$ cat src/hw/rtl/ring_to_line_min_distance_macros.svh
// ring_to_line_min_distance_macros.svh: assertion macros for the RTL files.
// Expects clk and rst_n in the scope where a macro is used.
`ifndef RING_TO_LINE_MIN_DISTANCE_MACROS_SVH
`define RING_TO_LINE_MIN_DISTANCE_MACROS_SVH
`ifndef ASSERT_OFF
`define RLMD_ASSERT(lbl, prop, msg) \
  lbl: assert property (@(posedge clk) disable iff (!rst_n) prop) else $error(msg);
`define RLMD_ASSERT_NEXT(lbl, pre, post, msg) \
  lbl: assert property (@(posedge clk) disable iff (!rst_n) (pre) |=> (post)) else $error(msg);
`else
`define RLMD_ASSERT(lbl, prop, msg)
`define RLMD_ASSERT_NEXT(lbl, pre, post, msg)
`endif
`endif

$ cat src/hw/rtl/rlmd_pkg.sv
`timescale 1ns / 1ps
// rlmd_pkg: widths, payload structs, codes and sequencer states shared by
// the ring-to-line distance block. No dependencies.
package rlmd_pkg;

  localparam int COORD_W         = 24;
  localparam int DIR_W           = 18;
  localparam int DIR_FRAC        = 16;
  localparam int TOL_W           = 16;
  localparam int VEC_W           = 27;
  localparam int ACC_W           = 64;
  localparam int MUL_W           = 34;
  localparam int HALF_W          = 32;
  localparam int SQ_W            = 50;
  localparam int ROOT_W          = 25;
  localparam int CFG_IDX_W       = 3;
  localparam int CFG_DATA_W      = 24;
  localparam int T_FRAC_BITS_DEF = 16;

  localparam logic signed [DIR_W-1:0] DIR_X_RST = DIR_W'(65536);

  typedef enum logic [CFG_IDX_W-1:0] {
    CFG_ORIGIN_X = 3'd0,
    CFG_ORIGIN_Y = 3'd1,
    CFG_ORIGIN_Z = 3'd2,
    CFG_DIR_X    = 3'd3,
    CFG_DIR_Y    = 3'd4,
    CFG_DIR_Z    = 3'd5,
    CFG_ZERO_TOL = 3'd6
  } cfg_idx_t;

  typedef struct packed {
    logic signed [COORD_W-1:0] vx;
    logic signed [COORD_W-1:0] vy;
    logic signed [COORD_W-1:0] vz;
    logic                      ring_last;
  } rlmd_in_t;

  typedef struct packed {
    logic [SQ_W-1:0]   min_dist_sq;
    logic [ROOT_W-1:0] min_dist;
  } rlmd_out_t;

  typedef enum logic [3:0] {
    ST_IDLE,
    ST_VEC,
    ST_DOT,
    ST_RND,
    ST_QUAD,
    ST_DECIDE,
    ST_DIV,
    ST_EVAL,
    ST_TAKE,
    ST_SQRT,
    ST_OUT
  } state_t;

  typedef enum logic {
    UM_DIV,
    UM_SQRT
  } unit_mode_t;

  typedef struct packed {
    logic       start;
    unit_mode_t mode;
  } unit_ctl_t;

  typedef struct packed {
    logic busy;
    logic done;
  } unit_sts_t;

endpackage

$ cat src/hw/rtl/rlmd_divsqrt.sv
`timescale 1ns / 1ps
// rlmd_divsqrt: shared bit-serial unit, restoring fraction divide or integer
// square root, one result bit per cycle. Depends on rlmd_pkg.
module rlmd_divsqrt import rlmd_pkg::*; #(
  parameter int T_FRAC_BITS = T_FRAC_BITS_DEF
) (
  input  logic             clk,
  input  logic             rst_n,
  input  unit_ctl_t        ctl,
  input  logic [ACC_W-1:0] op_a,
  input  logic [ACC_W-1:0] op_b,
  output unit_sts_t        sts,
  output logic [ACC_W-1:0] res
);

  localparam int STEPS_MAX = (T_FRAC_BITS > ROOT_W) ? T_FRAC_BITS : ROOT_W;
  localparam int CNT_W     = $clog2(STEPS_MAX);
  localparam int B_W       = 2 * ROOT_W - 1;
  localparam logic [CNT_W-1:0] DIV_LAST  = CNT_W'(T_FRAC_BITS - 1);
  localparam logic [CNT_W-1:0] SQRT_LAST = CNT_W'(ROOT_W - 1);
  localparam logic [B_W-1:0]   B_TOP     = {1'b1, {(B_W-1){1'b0}}};

  unit_mode_t       mode_r;
  logic             busy_r;
  logic             done_r;
  logic [CNT_W-1:0] cnt_r;
  logic [ACC_W-1:0] rem_r;
  logic [ACC_W-1:0] acc_r;
  logic [ACC_W-1:0] div_r;
  logic [B_W-1:0]   b_r;
  logic [ACC_W-1:0] cmp_a;
  logic [ACC_W-1:0] cmp_b;
  logic [ACC_W-1:0] diff;
  logic             ge;

  // one compare/subtract serves both modes
  always_comb begin
    if (mode_r == UM_DIV) begin
      cmp_a = {rem_r[ACC_W-2:0], 1'b0};
      cmp_b = div_r;
    end else begin
      cmp_a = rem_r;
      cmp_b = acc_r + ACC_W'(b_r);
    end
    ge   = (cmp_a >= cmp_b);
    diff = cmp_a - cmp_b;
  end

  always_ff @(posedge clk) begin
    if (!rst_n) begin
      busy_r <= 1'b0;
      done_r <= 1'b0;
      mode_r <= UM_DIV;
      cnt_r  <= '0;
    end else begin
      done_r <= 1'b0;
      if (ctl.start) begin
        busy_r <= 1'b1;
        mode_r <= ctl.mode;
        cnt_r  <= (ctl.mode == UM_DIV) ? DIV_LAST : SQRT_LAST;
      end else if (busy_r) begin
        cnt_r <= cnt_r - CNT_W'(1);
        if (cnt_r == '0) begin
          busy_r <= 1'b0;
          done_r <= 1'b1;
        end
      end
    end
  end

  always_ff @(posedge clk) begin
    if (ctl.start) begin
      rem_r <= op_a;
      div_r <= op_b;
      acc_r <= '0;
      b_r   <= B_TOP;
    end else if (busy_r) begin
      if (mode_r == UM_DIV) begin
        rem_r <= ge ? diff : cmp_a;
        acc_r <= {acc_r[ACC_W-2:0], ge};
      end else begin
        rem_r <= ge ? diff : rem_r;
        acc_r <= ge ? ((acc_r >> 1) + ACC_W'(b_r)) : (acc_r >> 1);
        b_r   <= b_r >> 2;
      end
    end
  end

  assign sts = '{busy: busy_r, done: done_r};
  assign res = acc_r;

endmodule

$ cat config.mk
export PLATFORM = sky130hd
export DESIGN_NAME = rlmd_divsqrt
export DESIGN_NICKNAME = d
export VERILOG_FILES = /design/src/hw/rtl/ring_to_line_min_distance_macros.svh /design/src/hw/rtl/rlmd_pkg.sv /design/src/hw/rtl/rlmd_divsqrt.sv
export SDC_FILE = /design/constraint.sdc
export NUM_CORES = 1
export LEC_CHECK = 0
export BUFFER_PORTS_ARGS = -buffer_cell sky130_fd_sc_hd__buf_2
export CAP_MARGIN = 5
export CORE_MARGIN = 2
export CORE_UTILIZATION = 60
export CTS_BUF_LIST = sky130_fd_sc_hd__clkbuf_8
export DETAILED_ROUTE_END_ITERATION = 6
export PLACE_DENSITY = 0.9
export SLEW_MARGIN = 30
export SYNTH_ARGS = -nofsm -noshare
export SYNTH_HDL_FRONTEND = slang
export SYNTH_SLANG_ARGS = --single-unit
$ cat constraint.sdc
create_clock -name clk -period 14.1 [get_ports clk]
set_input_delay 2.82 -clock clk [delete_from_list [all_inputs] [get_ports clk]]
set_output_delay 2.82 -clock clk [all_outputs]
set_load 0.005 [all_outputs]
==> flow_summary.json <==
{
  "max-slew-margin-rel_pct": 37.2,
  "fillers": 2536,
  "cts_buffers": 41,
  "cap_violations": 0,
  "synthArstFlopShare_pct": 0,
  "syn-num-nets": 2532,
  "cts.sinks": 225,
  "crit_arrival_ps": 7970,
  "cts_tree": "built",
  "grt_max_degree": 105,
  "min_from": "b_r[0]$_SDFFE_PP0P_",
  "final_common_cell": "nand2_1",
  "p_leak_nw": 7.81,
  "clock_skew_ps": 25.9,
  "core_area_um2": 30600,
  "end_kind": "flop",
  "place.port_buffers": 197,
  "layout_setup_ws_ps": 6440,
  "yosys_warnings": 0,
  "worstSkewPairLatency_ps": 610,
  "syn_to_final_growth_pct": 9.56,
  "path_max_fanout": 62,
  "vdd_ir_drop_max_v": 0.0000888,
  "ios": 198,
  "die_x_um": 180,
  "nets": 2623,
  "powerDensity_nw_per_um2": 146,
  "hold_class": "reg -> reg",
  "min_delay_path_depth": 2,
  "violations": "design-rule violations",
  "cts_max_path_buffers": 3,
  "via_per_inst": 6.49,
  "clkTransAtPathRegs_ps": 60,
  "drc": 1,
  "grt_pass1_wl_um": 90900,
  "cts_root_buf": "clkbuf_8",
  "yosys.area_share.simple_pct": 17.5,
  "critPathKind": "reg -> reg",
  "r2r_end": "rem_r[58]$_DFFE_PP_",
  "initial_core_util_pct": 61.1,
  "grt_pass1_vias": 17500,
  "mostFrequentLayoutCells": "nand2_1 (267), a21oi_1 (245), nor2_1 (206), buf_2 (196), o21ai_0 (135)",
  "synth_compound_area_share_pct": 23.3,
  "cp.required_ps": 14410,
  "yosysUniqueCellTypes": 79,
  "routedWlPerCell_um": 20.5,
  "track_usage_pct": 34.1,
  "ff2ff_setup_slack_ps": 6440,
  "tns_ps": 0,
  "drtIter0Drc": 1587,
  "cts_resized": 0,
  "syn_area_um2": 18700,
  "place_ws_ps": 6670,
  "stdcell_area_um2": 20500,
  "synth_edf_count": 128,
  "synth_xor_area_share_pct": 7.87,
  "hold_buffers": 0,
  "fp.dieArea_um2": 32600,
  "placed_area_um2": 19700,
  "hold_violations": 0,
  "dr.pass1.iters": 7,
  "finalWorstPathRequiredPeriod_ps": 7660,
  "startpoint_type": "flop",
  "ant_nets": 0,
  "routed_wl_um": 57300,
  "netlist_instances": 2280,
  "dp_hpwl_um": 41600,
  "row_count": 64,
  "num_vias": 18200,
  "antenna_found_initial": 2,
  "synthMuxAreaShare_pct": 7.91,
  "synthAdderAreaFrac_pct": 8.08,
  "min_period_over_period_pct": 54.3,
  "h-tree-depth": 2,
  "slew_viol_final": 0,
  "syn_area_per_cell_um2": 8.20,
  "drive_gt1_share_pct": 16.8,
  "worstMarginPinSlew_ps": 943,
  "place.gp.congestion": 0.954,
  "reg2reg_from": "res[2]$_SDFFE_PP0P_",
  "grt-ovfl-total": 0,
  "r2r_cells": 24,
  "synth_flop_cell": "edfxtp_1",
  "die_h_um": 180,
  "synth_seq_area_share_pct": 31.0,
  "max_freq_mhz": 131,
  "status": "finished with violations",
  "rsz0062_at_grt": "no",
  "cts_setup_buffers": 0,
  "setup_violations": 0,
  "synth_top_family_by_area": "compound AO/OA/AOI/OAI gates",
  "ys_seq_elements": 225,
  "holdPathEnd": "b_r[0]$_SDFFE_PP0P_"
}
-- critical path: stages (launching register included) --
cell and delay, ps:
dfxtp_1 380, ha_1 400, a31oi_1 180, o21ba_2 250
o21ai_0 260, a21boi_0 270, o31ai_1 680, a311oi_1 320
o31a_1 470, or3_1 390, a21oi_1 180, a21oi_1 90
ha_1 480, nand4_1 240, nor4_1 280, nand4_1 230
inv_1 100, a221oi_1 120, o31ai_4 80, buf_4 590
nor2_2 40, buf_4 280, nor2_1 550, nor4b_1 370
a311oi_1 90
-- sequential cells by signal (all words and copies together), names as in the netlist --
register and flops:
b_r 25, busy_r 1, cnt_r 5, div_r 64, done_r 1, mode_r 1, rem_r 64, res 64
-- where the power goes --
group,internal [W],leakage (nW),switching (W)
Sequential,0.000818,2.06,0.0000894
Clock,0.000325,0.462,0.000306
Combinational,0.000573,5.29,0.000873
Total,0.00172,7.81,0.00127
-- how the worst max path moves through the flow --
stage | from | to | depth (start not counted)
global route | res[2]$_SDFFE_PP0P_ | rem_r[58]$_DFFE_PP_ | 24
floorplan | res[2]$_SDFFE_PP0P_ | rem_r[0]$_DFFE_PP_ | 23
global placement | res[2]$_SDFFE_PP0P_ | rem_r[61]$_DFFE_PP_ | 23
detailed placement | res[0]$_SDFFE_PP0P_ | rem_r[58]$_DFFE_PP_ | 26
CTS | res[2]$_SDFFE_PP0P_ | rem_r[58]$_DFFE_PP_ | 24
finish | res[2]$_SDFFE_PP0P_ | rem_r[58]$_DFFE_PP_ | 24
-- logic make-up (layout without fill, tap and decap cells) --
family / Yosys count / count (layout)
simple gates: 725 / 725
compound gates: 698 / 698
flops: 225 / 225
buf+inv: 209 / 331
xor+xnor: 168 / 168
mux: 135 / 135
fa+ha+maj: 120 / 120
other cells: 0 / 3
-- per-stage QoR --
stage	power [W]	hold WS, ps	instances	util [%]
after floorplan	0.00196	457	2280	-
after global placement	0.00230	467	2724	64.2
after detailed placement	0.00233	480	2724	64.2
after CTS	0.00296	488	2798	66.8
after global routing	0.00316	520	2798	66.9
final	0.00298	490	2801	66.9
-- cell usage after synthesis, drive strengths merged (47+ instances only) --
| cell | instances | area share (%) |
|---|---|---|
| a21oi | 245 | 6.6 |
| nand2 | 269 | 5.4 |
| o21ai | 140 | 3.8 |
| nor2 | 211 | 4.3 |
| dfxtp | 97 | 10 |
| xor2 | 77 | 3.6 |
| mux2 | 102 | 6.1 |
| ha | 119 | 8.0 |
| edfxtp | 128 | 21 |
| inv | 47 | 0.94 |
| xnor2 | 91 | 4.3 |
| clkbuf | 128 | 2.6 |
| nand4 | 48 | 1.6 |
| a31oi | 49 | 1.6 |
-- layer usage --
layer	share of wire [%]	global-route usage, %	up-vias
met1	39	41.8	8465
met4	5.3	18.5	2
met5	0.031	0	-
met2	47	57.1	923
li1	-	-	8573
met3	8.4	6.14	206
-- area by class of cell --
class | count | area, µm² | share of cell area [%]
tap | 396 | 495 | 2.42
sequential | 225 | 5790 | 28.3
multi-input combinational | 1846 | 12100 | 59.1
inverter | 47 | 176 | 0.862
clock inverter | 27 | 149 | 0.727
timing repair buffer | 210 | 1100 | 5.39
antenna | 3 | 7.51 | 0.0367
clock buffer | 47 | 647 | 3.16
No activity file was read; power rests on OpenSTA's default activity.
